$ cat config.mk
export PLATFORM = sky130hd
export DESIGN_NAME = hmb_front
export DESIGN_NICKNAME = d
export VERILOG_FILES = /design/src/rtl/hmb_pkg.sv /design/src/rtl/hmb_front.sv
export SDC_FILE = /design/constraint.sdc
export NUM_CORES = 1
export LEC_CHECK = 0
export BUFFER_PORTS_ARGS = -buffer_cell sky130_fd_sc_hd__buf_2
export CAP_MARGIN = 20
export CORE_UTILIZATION = 55
export CTS_CLUSTER_DIAMETER = 30
export DETAILED_ROUTE_END_ITERATION = 8
export HOLD_SLACK_MARGIN = 0.1
export PLACE_DENSITY = 0.83
export SYNTH_ARGS = -nofsm -noshare
export SYNTH_HDL_FRONTEND = slang
export SYNTH_SLANG_ARGS = --single-unit
export TNS_END_PERCENT = 30
$ cat constraint.sdc
create_clock -name i_clk -period 5.05 [get_ports i_clk]
set_clock_uncertainty 0.1 [all_clocks]
set_input_delay 0.505 -clock i_clk [delete_from_list [all_inputs] [get_ports i_clk]]
set_output_delay 0.505 -clock i_clk [all_outputs]
set_load 0.01 [all_outputs]
$ cat src/rtl/hmb_pkg.sv
`default_nettype none
// ----------------------------------------------------------------------------
// hmb_pkg: shared types and constants of the majority bundling block
// Holds the mode codes, the queue entry type and the xorshift step function.
// ----------------------------------------------------------------------------
package hmb_pkg;

    localparam logic [1:0] MODE_ADD      = 2'd0;
    localparam logic [1:0] MODE_ADD_EMIT = 2'd1;
    localparam logic [1:0] MODE_EMIT     = 2'd2;
    localparam logic [1:0] MODE_EMIT_ALT = 2'd3;

    localparam logic [31:0] FNV_OFFSET = 32'd2166136261;
    localparam logic [31:0] FNV_PRIME  = 32'd16777619;
    localparam logic [63:0] TIE_NAME   = 64'h65_69_74_3a_69_6b_6f_74;

    typedef struct packed {
        logic        add;
        logic        emit;
        logic [31:0] seed;
    } t_cmd;

    function automatic logic [31:0] xs_step(input logic [31:0] v);
        logic [31:0] t;
        t = v ^ (v << 13);
        t = t ^ (t >> 17);
        t = t ^ (t << 5);
        return t;
    endfunction

    function automatic logic [31:0] tie_seed();
        logic [31:0] h;
        h = FNV_OFFSET;
        for (int i = 0; i < 8; i++) begin
            h = h ^ {24'd0, TIE_NAME[i*8 +: 8]};
            h = h * FNV_PRIME;
        end
        return h;
    endfunction

endpackage
`default_nettype wire

$ cat src/rtl/hmb_front.sv
`default_nettype none
// ----------------------------------------------------------------------------
// hmb_front: command classifier and queue
// Decodes the mode of each beat and holds commands in a two-entry queue.
// ----------------------------------------------------------------------------
module hmb_front (
    input  wire logic           i_clk,
    input  wire logic           i_rst_n,
    input  wire logic           i_valid,
    output logic                o_ready,
    input  wire logic [1:0]     i_mode,
    input  wire logic [31:0]    i_seed,
    output logic                o_cmd_valid,
    input  wire logic           i_cmd_ready,
    output hmb_pkg::t_cmd       o_cmd
);
    import hmb_pkg::*;

    t_cmd       r_q [2];
    logic       r_wp, r_rp;
    logic [1:0] r_cnt;
    t_cmd       w_cmd;
    logic       w_push, w_pop;

    always_comb begin
        w_cmd.seed = i_seed;
        case (i_mode)
            MODE_ADD:      begin w_cmd.add = 1'b1; w_cmd.emit = 1'b0; end
            MODE_ADD_EMIT: begin w_cmd.add = 1'b1; w_cmd.emit = 1'b1; end
            default:       begin w_cmd.add = 1'b0; w_cmd.emit = 1'b1; end
        endcase
    end

    assign o_ready     = (r_cnt != 2'd2);
    assign w_push      = i_valid && o_ready;
    assign o_cmd_valid = (r_cnt != 2'd0);
    assign w_pop       = o_cmd_valid && i_cmd_ready;
    assign o_cmd       = r_q[r_rp];

    always_ff @(posedge i_clk) begin
        if (w_push) begin
            r_q[r_wp] <= w_cmd;
        end
        if (!i_rst_n) begin
            r_wp  <= 1'b0;
            r_rp  <= 1'b0;
            r_cnt <= 2'd0;
        end else begin
            if (w_push) r_wp <= ~r_wp;
            if (w_pop)  r_rp <= ~r_rp;
            r_cnt <= r_cnt + {1'b0, w_push} - {1'b0, w_pop};
        end
    end
endmodule
`default_nettype wire

==> run summary, run 1 <==
Die outline width -> 72.5 um
DR vias/cell -> 4.92
Status -> finished, final reports clean
Setup violators final -> 0
Placement Rows -> 25
Reg-to-reg endpoint -> r_q[1][32]
Dominant cells by area after synthesis -> edfxtp_1, mux2_2, dfxtp_1, buf_6, mux2_1
Yosys cell types -> 25
Drt first-iter violations -> 55
Yosys warns -> 0
Die ar. -> 0.00526 mm2
Critical Path RT -> 4.45 ns
Max Clk Rate -> 405 MHz
Period utilization -> 0.489
Hold Path Sink -> r_q[1][11]
Final nets -> 258
Number of diodes -> 0
# clock sinks -> 73
Post-Layout Cell Count -> 291
Hold Crit Start -> i_seed[11]
Vias in the first global route -> 1364
Most common cell after layout, fill and taps aside -> buf_2
Final hold vios -> 0
Clk_lat worst skew -> 0.33 ns
DRT Wirelength -> 4.16 mm
Crit path launch type -> flip-flop
CP max-delay cell -> dfxtp_1
Synth area leader -> edfxtp_1
Hold Crit Depth -> 1
Synthesized Nets -> 176
Leakage Power -> 1.29 nW
Total negative slack -> 0 ns
Cell area after synthesis -> 0.00274 mm2
Area Overhead vs Synth -> 23.2%
Reg area -> 0.00214 mm2
Post-cts resize count -> 0
Share of the synthesized area in the top cell type -> 0.746
Max Cap Violations -> 0
Placed insts -> 275
Most frequent cells in the layout -> buf_2, edfxtp_1, mux2_2
Cell count after synthesis -> 137
Final ANT Viol Nets -> 0
CP cell instances -> buf_4, mux2_2, buf_2
DRC errors left -> 0
Die height -> 72.5 um
Peak supply drop -> 258 uV
H-tree depth -> 3
Hold WC Path Type -> input pin to flip-flop
Clk pin slew, worst setup/hold paths -> 0.08 ns
Worst setup EP type -> primary output
CTS tree -> done
Ports -> 74
Crit path max fanout -> 24
Pwr/cell area -> 458 mW/mm2
Port Buffers -> 73
Crit Path Class -> flip-flop to primary output
Multi-input combinational cell area -> 549 um2
Post-synthesis register bit count -> 73
Largest net degree at the start of global routing -> 35
Final Critical Period -> 2.47 ns
Drt first pass iters -> 4
Hold_buf cts -> 0
CP arrival -> 1.87 ns
Post-DP HPWL -> 2.64 mm
Syn_area_per_cell -> 20.0 um2
Share of post-route cells with drive strength above 1 -> 0.545
CTS root buf -> clkbuf_8
Core area -> 0.00475 mm2
Post-DR wirelength/cell -> 14.3 um
FILL cells -> 352
CTS Buf Count -> 9
Reg-to-reg setup timing slack -> 3.16 ns
Grt total ovfl -> 0
Unrepaired setup endpoints after global routing -> false
Antenna violations before repair -> 0
Seq/Total Area, Yosys -> 0.783
Maximum buffer depth of the clock tree -> 2
Crit Reg-Reg Startpoint -> r_cnt[0]
Crit path buf inv count -> 2
R2R cell count -> 2
Total Routing Usage GR -> 0.168
Total vias in the final route -> 1433
Global-route wire length before repair -> 6.11 mm
Starting density of the core -> 0.576
Post-CTS setup buffers -> 0
Worst Max-Slew Pin Slew -> 0.819 ns
Final GP Congestion -> 0.668
CP peak stage delay -> 0.60 ns
Slew Viols, Final -> 0
Worst path top cell family by delay -> flip-flops
Relative slew slack -> 0.454
[Yosys cell counts, drive strengths merged]
| master | number |
|---|---|
| nand3 | 1 |
| mux2i | 1 |
| xnor2 | 1 |
| o21ai | 2 |
| buf | 4 |
| or2 | 2 |
| a211oi | 1 |
| mux2 | 34 |
| inv | 2 |
| a21boi | 1 |
| and2 | 3 |
| nand2b | 2 |
| nor2 | 2 |
| dfxtp | 5 |
| and3 | 1 |
| a21bo | 2 |
| nor2b | 1 |
| nand2 | 1 |
| ha | 1 |
| nand3b | 1 |
| edfxtp | 68 |
| a32oi | 1 |
[worst register-to-register path, stage by stage, from the launching register on]
cell	delay (ns)
dfxtp_1	0.45
nand2b_1	0.20
and3_2	0.75
[final cells by class]
type,count,share of cell area
clock buffer,9,0.0367
clock inverter,7,0.0252
inverter,2,0.00223
multi-input combinational,58,0.163
sequential,73,0.635
tap,67,0.0249
timing repair buffer,75,0.113
[stage by stage]
step                worst slack [ns]  instance area, um2  hold slack, ns  total power [W]  utilization
global placement                2.91                3160           0.440          0.00109        0.665
finish                          2.58                3370           0.249          0.00155        0.709
CTS                             2.52                3370           0.234          0.00156        0.709
floorplan                       3.01                2740           0.422         0.000986            -
global route                    2.43                3370           0.229          0.00161        0.709
detailed placement              2.91                3160           0.461          0.00109        0.665
[routing by layer]
layer | global-route usage | part of all wire | vias up
li1 | - | - | 696
met5 | 0 | 0 | -
met2 | 0.263 | 0.47 | 53
met1 | 0.196 | 0.44 | 678
met4 | 0.0719 | 0.016 | 0
met3 | 0.0875 | 0.075 | 6
[registers in the layout, summed over array words and instances, names as in the netlist, named ones only]
signal	flops
r_cnt	2
r_rp	1
r_q	68
r_wp	1
[cell families (layout without fill, tap and decap cells)]
| group | Yosys count | after routing | synth area share |
|---|---|---|---|
| flops | 73 | 73 | 0.783 |
| mux | 35 | 35 | 0.144 |
| simple gates | 14 | 14 | 0.0293 |
| compound gates | 7 | 7 | 0.0197 |
| buf+inv | 6 | 93 | 0.0169 |
| fa+ha+maj | 1 | 1 | 0.00457 |
| xor+xnor | 1 | 1 | 0.00320 |
[power by group]
part | internal, W | leakage, nW | total, W | switching [W]
sequential | 0.000736 | 0.676 | 0.000767 | 0.0000305
combinational | 0.000155 | 0.507 | 0.000308 | 0.000153
clock | 0.000273 | 0.106 | 0.000471 | 0.000198
[worst max-delay path by stage]
stage	depth (start not counted)	to	slack (ns)
2_1_floorplan	2	r_q[1][0]	3.01
3_3_place_gp	3	o_cmd[28]	2.91
3_5_place_dp	3	o_cmd[28]	2.91
4_1_cts	3	o_cmd[11]	2.52
5_1_grt	3	o_cmd[28]	2.43
6_report	3	o_cmd[28]	2.58
Note: power is estimated with default switching activity, not from simulation.
==> run 2, diff against run 1 <==
--- a/config.mk
+++ b/config.mk
@@ -7,11 +7,11 @@
 export LEC_CHECK = 0
 export BUFFER_PORTS_ARGS = -buffer_cell sky130_fd_sc_hd__buf_2
 export CAP_MARGIN = 20
-export CORE_UTILIZATION = 55
+export CORE_UTILIZATION = 51
 export CTS_CLUSTER_DIAMETER = 30
 export DETAILED_ROUTE_END_ITERATION = 8
 export HOLD_SLACK_MARGIN = 0.1
-export PLACE_DENSITY = 0.83
+export PLACE_DENSITY = 0.78
 export SYNTH_ARGS = -nofsm -noshare
 export SYNTH_HDL_FRONTEND = slang
 export SYNTH_SLANG_ARGS = --single-unit
==> constraint.sdc (replaced) <==
create_clock -name i_clk -period 2.4 [get_ports i_clk]
set_clock_uncertainty 0.1 [all_clocks]
set_input_delay 0.24 -clock i_clk [delete_from_list [all_inputs] [get_ports i_clk]]
set_output_delay 0.24 -clock i_clk [all_outputs]
set_load 0.01 [all_outputs]
==> run 2 against run 1 <==
- final cell count is 13% higher
- via count increased by 11%
- worst setup slack got worse by 2.1 ns
- total power grew 99%
- hold slack got worse by 0.15 ns
- clock power up 59%
- largest cell class unchanged
==> run summary, run 2 (synthesis results as in run 1) <==
Max FFs per register -> 68
Global-route wire length before repair -> 7.18 mm
Combinational share of power -> 0.240
Reg-to-reg endpoint -> r_q[0][5]
CP cell instances -> buf_4, mux2_1, buf_2
Slew Viols, Final -> 0
Pwr Total -> 0.00308 W
Leakage Power -> 1.42 nW
Final GP Congestion -> 0.694
Post-route cell area -> 0.00368 mm2
Hold WC Path Type -> input pin to flip-flop
Net switching power -> 0.000801 W
CP peak stage delay -> 0.40 ns
CTS root buf -> clkbuf_8
DRC errors left -> 0
Pwr/cell area -> 836 mW/mm2
Die ar. -> 0.00566 mm2
Die height -> 75.3 um
Hold Crit Start -> i_rst_n
Crit Reg-Reg Startpoint -> r_cnt[0]
Peak supply drop -> 589 uV
# clock sinks -> 73
Largest register by flop count -> r_q
FILL cells -> 342
Seq pwr share -> 0.517
Core area -> 0.00514 mm2
Largest net degree at the start of global routing -> 35
Max Clk Rate -> 524 MHz
H-tree depth -> 3
Grt peak-use layer -> met2
Crit path buf inv count -> 2
Placement Rows -> 26
Maximum buffer depth of the clock tree -> 2
Antenna violations before repair -> 0
Period utilization -> 0.795
Worst path top cell family by delay -> buffers and inverters
Post-cts resize count -> 0
Starting density of the core -> 0.532
Ports -> 74
Worst Max-Slew Pin Slew -> 0.428 ns
Internal -> 0.00228 W
DRT Wirelength -> 4.94 mm
Met3 usage -> 0.0562
DR vias/cell -> 4.85
Clk pwr share -> 0.242
Final hold vios -> 0
Met2 usage -> 0.320
Top Registers -> r_q: 68 flops, r_cnt: 2 flops
Worst setup EP type -> primary output
Total vias in the final route -> 1597
Drt first pass iters -> 4
Final Critical Period -> 1.91 ns
CTS Buf Count -> 9
Final ANT Viol Nets -> 0
Number of diodes -> 0
Total Routing Usage GR -> 0.185
Clk_lat worst skew -> 0.32 ns
Total negative slack -> 0 ns
Port Buffers -> 73
Clk pin slew, worst setup/hold paths -> 0.06 ns
CP arrival -> 1.57 ns
Post-DR wirelength/cell -> 15.0 um
Relative slew slack -> 0.715
Drt first-iter violations -> 55
Die outline width -> 75.3 um
Post-CTS setup buffers -> 0
Status -> finished, final reports clean
Post-DP HPWL -> 2.99 mm
Critical Path RT -> 2.06 ns
Crit path max fanout -> 34
R2R cell count -> 4
Setup violators final -> 0
Sw Ratio -> 0.260
Crit Path Class -> flip-flop to primary output
Grt total ovfl -> 0
Placed insts -> 280
Most common cell after layout, fill and taps aside -> buf_2
Final nets -> 294
Vias in the first global route -> 1615
Post-Layout Cell Count -> 329
Most frequent cells in the layout -> buf_2, edfxtp_1, dlygate4sd3_1
Max Cap Violations -> 0
Crit path launch type -> flip-flop
CTS tree -> done
WHS -> 0.103 ns
Reg-to-reg setup timing slack -> 0.71 ns
Area Overhead vs Synth -> 34.7%
Placed Area -> 0.00319 mm2
Share of post-route cells with drive strength above 1 -> 0.467
Unrepaired setup endpoints after global routing -> false
CP max-delay cell -> mux2_1
Hold Crit Depth -> 2
Met1 GRT Util -> 0.204
## run 2: changes by cell type in the layout (fill, tap and decap cells not counted)
cell           previous run  this run
and3_1                    0         1
and3_2                    1         0
clkbuf_1                  0         1
bufinv_16                 2         0
buf_12                    0         1
clkinvlp_4                0         1
buf_4                     2         3
dlygate4sd3_1             0        34
clkinv_4                  1         0
## run 2: worst reg2reg max path, stage by stage, from the launching register on
cell,delay [ns]
dfxtp_1,0.44
nand2b_1,0.20
nand3b_1,0.13
inv_1,0.27
buf_12,0.24
## run 2: power groups by stage
stage	clock network [W]	logic (W)	registers [W]
after floorplan	0	0.000464	0.00161
after global placement	0	0.000692	0.00161
after detailed placement	0	0.000697	0.00162
after CTS	0.000764	0.000745	0.00159
after global routing	0.000822	0.000804	0.00161
final	0.000747	0.000740	0.00159
## run 2: per-layer routing
metal | routed length, um | share of wire
met5 | 0 | 0
met4 | 119 | 0.024
met3 | 226 | 0.046
met2 | 2610 | 0.53
met1 | 1980 | 0.40
## run 2: worst max path at each step
| stage | to | startpoint | slack [ns] | cells past startpoint |
|---|---|---|---|---|
| floorplan | r_q[1][0] | r_cnt[0] | 0.36 | 2 |
| global placement | r_q[0][3] | r_cnt[0] | 0.79 | 4 |
| detailed placement | r_q[0][14] | r_cnt[0] | 0.71 | 4 |
| CTS | o_cmd[32] | flip-flop | 0.45 | 3 |
| global route | o_cmd[26] | flip-flop | 0.39 | 3 |
| finish | o_cmd[26] | flip-flop | 0.49 | 3 |
## run 2: final cells by class
class | instances | area (um2) | share of cell area
clock buffers | 10 | 128 | 0.0346
clock inverters | 5 | 23.8 | 0.00645
inverters | 2 | 7.51 | 0.00204
multi-input cells | 58 | 548 | 0.149
flip-flops and latches | 73 | 2140 | 0.581
well taps | 70 | 87.6 | 0.0238
repair buffers | 111 | 748 | 0.203
## run 2: what timing repair did
item                       CTS  global route
setup endpoints to repair    0             0
hold endpoints to repair    68             0
hold buffers                34             0
## run 2: stage by stage
step / setup slack [ns] / util
after floorplan: 0.364 / -
after global placement: 0.787 / 0.621
after detailed placement: 0.714 / 0.621
after CTS: 0.449 / 0.717
after global routing: 0.389 / 0.717
final: 0.493 / 0.717
